**src/rtl/assert_macros.svh**
```systemverilog
// Assertion helpers; they expect clk and rst in scope.
`ifndef ASSERT_MACROS_SVH
`define ASSERT_MACROS_SVH

// cond true at an edge implies prop at the same edge
`define ASSERT_IMPLY(name, cond, prop) \
  name: assert property (@(posedge clk) disable iff (rst) (cond) |-> (prop)) \
    else $error("assertion failed");

// cond true at an edge implies prop at the next edge
`define ASSERT_NEXT(name, cond, prop) \
  name: assert property (@(posedge clk) disable iff (rst) (cond) |=> (prop)) \
    else $error("assertion failed");

`endif

```
**src/rtl/uvs_pkg.sv**
```systemverilog
`default_nettype none
package uvs_pkg;

  typedef enum logic [1:0] {
    CFG_RADIUS  = 2'd0,
    CFG_SECTORS = 2'd1,
    CFG_STACKS  = 2'd2
  } cfg_index_t;

  // quotient bits resolved per divider stage
  localparam int DIV_STEP = 4;
  // register stages of the sine unit
  localparam int SIN_STAGES = 10;

  // odd polynomial for sin(pi/2 * u), Q30
  localparam logic signed [31:0] SIN_COEF [7] = '{
    32'sd1686629713, -32'sd693598668, 32'sd85569306, -32'sd5026995,
    32'sd172272, -32'sd3864, 32'sd61
  };

  // divide by 2^sh, half away from zero
  function automatic logic signed [63:0] sround(input logic signed [63:0] v, input int sh);
    logic [63:0] m;
    m = v[63] ? 64'(-v) : 64'(v);
    if (sh > 0) begin
      m = (m + (64'd1 << (sh - 1))) >> sh;
    end
    return v[63] ? -$signed(m) : $signed(m);
  endfunction

  function automatic logic signed [15:0] clamp_q15(input logic signed [63:0] v);
    logic signed [15:0] r;
    if (v > 64'sd32767) begin
      r = 16'sd32767;
    end else if (v < -64'sd32767) begin
      r = -16'sd32767;
    end else begin
      r = v[15:0];
    end
    return r;
  endfunction

  // signed times unsigned, over 2^30, truncated toward zero
  function automatic logic signed [31:0] mul_q30(input logic signed [31:0] a,
                                                 input logic [30:0] b);
    logic [31:0] mag;
    logic [62:0] prod;
    logic [31:0] r;
    mag  = a[31] ? 32'(-a) : 32'(a);
    prod = 63'(mag) * 63'(b);
    r    = prod[61:30];
    return a[31] ? -$signed(r) : $signed(r);
  endfunction

endpackage
`default_nettype wire

```
**src/rtl/uvs_div.sv**
```systemverilog
`default_nettype none
// Pipelined restoring divider by an 8-bit divisor, DIV_STEP quotient bits per stage.
// The divisor must hold still while items are in flight.
module uvs_div import uvs_pkg::*; #(
  parameter int W = 24,
  localparam int NS = (W + DIV_STEP - 1) / DIV_STEP,
  localparam int PW = NS * DIV_STEP
) (
  input  logic          clk,
  input  logic [NS-1:0] en,
  input  logic [W-1:0]  num,
  input  logic [7:0]    den,
  output logic [W-1:0]  quot
);

  logic [7:0]    rem_r [NS];
  logic [PW-1:0] num_r [NS];
  logic [PW-1:0] q_r   [NS];

  for (genvar k = 0; k < NS; k++) begin : g_stage
    logic [7:0]    rem_in;
    logic [PW-1:0] num_in;
    logic [PW-1:0] q_in;
    logic [7:0]    rem_next;
    logic [PW-1:0] num_next;
    logic [PW-1:0] q_next;

    if (k == 0) begin : g_head
      assign rem_in = '0;
      assign num_in = PW'(num);
      assign q_in   = '0;
    end else begin : g_body
      assign rem_in = rem_r[k-1];
      assign num_in = num_r[k-1];
      assign q_in   = q_r[k-1];
    end

    always_comb begin
      logic [8:0] t;
      rem_next = rem_in;
      num_next = num_in;
      q_next   = q_in;
      for (int s = 0; s < DIV_STEP; s++) begin
        t        = {rem_next, num_next[PW-1]};
        num_next = num_next << 1;
        if (t >= {1'b0, den}) begin
          rem_next = 8'(t - {1'b0, den});
          q_next   = {q_next[PW-2:0], 1'b1};
        end else begin
          rem_next = t[7:0];
          q_next   = {q_next[PW-2:0], 1'b0};
        end
      end
    end

    always_ff @(posedge clk) begin
      if (en[k]) begin
        rem_r[k] <= rem_next;
        num_r[k] <= num_next;
        q_r[k]   <= q_next;
      end
    end
  end

  assign quot = q_r[NS-1][W-1:0];

endmodule
`default_nettype wire

```
**config.mk**
```make
export PLATFORM = sky130hd
export DESIGN_NAME = uvs_div
export DESIGN_NICKNAME = d
export VERILOG_FILES = /design/src/rtl/assert_macros.svh /design/src/rtl/uvs_pkg.sv /design/src/rtl/uvs_div.sv
export SDC_FILE = /design/constraint.sdc
export NUM_CORES = 1
export LEC_CHECK = 0
export ABC_CLOCK_PERIOD_IN_PS = 23000
export BUFFER_PORTS_ARGS = -buffer_cell sky130_fd_sc_hd__buf_2
export CORE_UTILIZATION = 50
export CTS_BUF_LIST = sky130_fd_sc_hd__clkbuf_16
export DETAILED_ROUTE_END_ITERATION = 10
export PLACE_DENSITY = 0.67
export SYNTH_ARGS = -nofsm -noshare
export SYNTH_HDL_FRONTEND = slang
export SYNTH_SLANG_ARGS = --single-unit
export TNS_END_PERCENT = 20
```
**constraint.sdc**
```tcl
create_clock -name clk -period 23 [get_ports clk]
set_input_delay 4.6 -clock clk [delete_from_list [all_inputs] [get_ports clk]]
set_output_delay 4.6 -clock clk [all_outputs]
set_load 0.03 [all_outputs]
```
==> flow_summary.toml <==
[detailed_routing]
vias = 10800
drt-initial-drc-count = 643
dr.max_layer_used = "met4"
viasPerCell = 5.70
ant_nets = 0
routed_wl_mm = 31.9
dr.pass1.iters = 5
met3WireLength_mm = 1.16
wl_met1_mm = 15.1
met2_length_mm = 15.2
drc = 0
wl_per_cell_um = 16.8

[setup_path]
cp.arrival_ns = 14.42
rrSetupSlack_ns = 13.12
r2r-end = "rem_r[3][5]$_DFFE_PP_"
crit_path_frequent_cell = "o21ai_0"
crit_path_top_delay_cell = "or3b_2"
critPathLaunchType = "input pin"
cp-end-kind = "register"
worstPathRequired_ns = 23.19
crit_fanout = 13
setup.worst_path.class = "input pin to register"
r2r_cells = 35
critPathMaxStageDelay_ns = 0.60
r2r-start = "rem_r[2][2]$_DFFE_PP_"

[sta]
maxSlewHeadroom_pct = 43.1
slew_viol_final = 0
period_share_pct = 61.9
period_minus_slack_ns = 14.23
rsz0062_at_grt = "false"
fin_tns_setup_ns = 0
fin_skew_ns = 0.00931
worst_slew_pin_slew_ns = 0.853
setup-violations-final = 0
hold_viol = 0
maxClockFrequency_mhz = 70.3
finalWorstSetupSlack_ns = 8.77

[die]
dieArea_um2 = 30600
std_cell_rows = 62
chipWidth_um = 175
fp.coreArea_um2 = 29000
die_y_um = 175
io_pins = 63
initial_core_util_pct = 51.5

[synth]
avgSynthCellArea_um2 = 10.5
synthFlopType = "edfxtp_1"
synthesis.instances = 1417
synthesis.nets = 1664
yosysSeqAreaShare_pct = 37.0
synth_warnings = 0
synth_cell_type_count = 76
synthArstFlopShare_pct = 0
synth_enable_flop_cells = 184
synth-seq-cells = 184
synthesis.area_um2 = 14900

[grt]
grt.overflow.total = 0
grt_usage_pct = 21.7
antenna_found_initial = 0
grt_first_pass_wirelength_mm = 52.9
grt_max_degree = 33
grt_pass1_vias = 10700

[placement]
dp_hpwl_mm = 23.3
io_buffer_count = 62
gp_congestion = 0.858
place_ws_ns = 8.37
placed_area_um2 = 15700

[clock_tree]
clk_path_buf_depth = 2
clk_latency_ns = 0.44
cts-root-buf = "clkbuf_16"
numClockSinks = 184
cts_tree = "done"
cts_setup_buffers = 0
cts_resized = 0
numCtsBuffers = 17
clk_pin_slew_worst_paths_ns = 0.07
cts-htree-levels = 4
holdBufCountCts = 0

[job]
max_cap_violations = 0

[final_layout]
layout_common_cells = "ha_1 (186), edfxtp_1 (184), inv_1 (108), mux2_2 (98), a21oi_1 (96)"
fin_area_um2 = 16300
drive_above_1_share_pct = 15.2
layout.nets = 1744
antenna_cells = 0
num-fill-cells = 2501
final_common_cell = "ha_1"
area_delta_synth_final_pct = 9.23

[run_status]
status = "finished, final reports clean"

[min_path]
min_path_cells = 0
hp-start = "num_r[3][14]$_DFFE_PP_"
hp-class = "register to register"
holdPathEnd = "num_r[4][18]$_DFFE_PP_"
[layer usage]
metal	track usage, %	vias to the layer above
met3	2.79	36
met5	0	-
met2	36.6	220
met1	29.3	5091
li1	-	5436
met4	5.80	0
[synth_stat cells, types with 22 or more instances]
library cell  count  area [um2]
xnor2_1          67         587
edfxtp_1        184        5530
xor2_1           29         254
o21ai_0          86         430
nor2_1           87         327
fa_1             22         440
inv_1           108         405
mux2i_1          25         250
nand3_1          25         125
nor2b_1          39         244
mux2_2           98        1100
a21o_1           30         225
nand2_1          73         274
ha_1            186        2330
nand4_1          30         188
a21oi_1          96         480
[kinds of logic (layout without fill, tap and decap cells)]
kind of cell | after synthesis | in the layout | share of synthesized area, %
xor+xnor | 96 | 96 | 5.63
compound gates | 331 | 331 | 14.4
mux | 123 | 123 | 9.07
fa+ha+maj | 208 | 208 | 18.5
flops | 184 | 184 | 37.0
buf+inv | 121 | 213 | 3.08
simple gates | 354 | 354 | 12.3
[worst max-delay path by stage]
stage	cells past startpoint	startpoint	end	slack (ns)
5_1_grt	37	den[1]	rem_r[3][2]$_DFFE_PP_	7.70
3_5_place_dp	37	den[1]	rem_r[3][1]$_DFFE_PP_	8.37
4_1_cts	37	den[1]	rem_r[3][5]$_DFFE_PP_	8.79
3_3_place_gp	37	den[1]	rem_r[3][4]$_DFFE_PP_	8.65
6_report	37	den[1]	rem_r[3][5]$_DFFE_PP_	8.77
2_1_floorplan	38	den[1]	rem_r[3][1]$_DFFE_PP_	9.00
[worst max-delay path: cells and delay by family]
family          cells  cell delay, ns
compound gates     16            4.15
simple gates       11            2.66
fa+ha+maj           4            1.28
buf+inv             4            0.89
mux                 2            0.80
[through the flow]
step / hold slack, ns / std cells / util [%]
2_1_floorplan: 0.400 / 1417 / -
4_1_cts: 0.411 / 1893 / 56.2
6_report: 0.412 / 1893 / 56.2
5_1_grt: 0.421 / 1893 / 56.2
3_3_place_gp: 0.401 / 1862 / 54.3
3_5_place_dp: 0.405 / 1862 / 54.3
[layout make-up]
type | count | area [um2] | share of cell area [%]
Multi-Input combinational cell | 1112 | 8940 | 54.8
Clock buffer | 17 | 425 | 2.61
Tap cell | 384 | 480 | 2.95
Timing Repair Buffer | 72 | 385 | 2.36
Inverter | 110 | 413 | 2.53
Clock inverter | 14 | 133 | 0.813
Sequential cell | 184 | 5530 | 33.9
[registers in the layout, summed over array words and instances (netlist names)]
name and flops:
q_r 84, num_r 60, rem_r 40
Power is left out: the tool's default activity adds up to more than one toggle a clock period on the data nets, which glitch-free logic cannot reach.
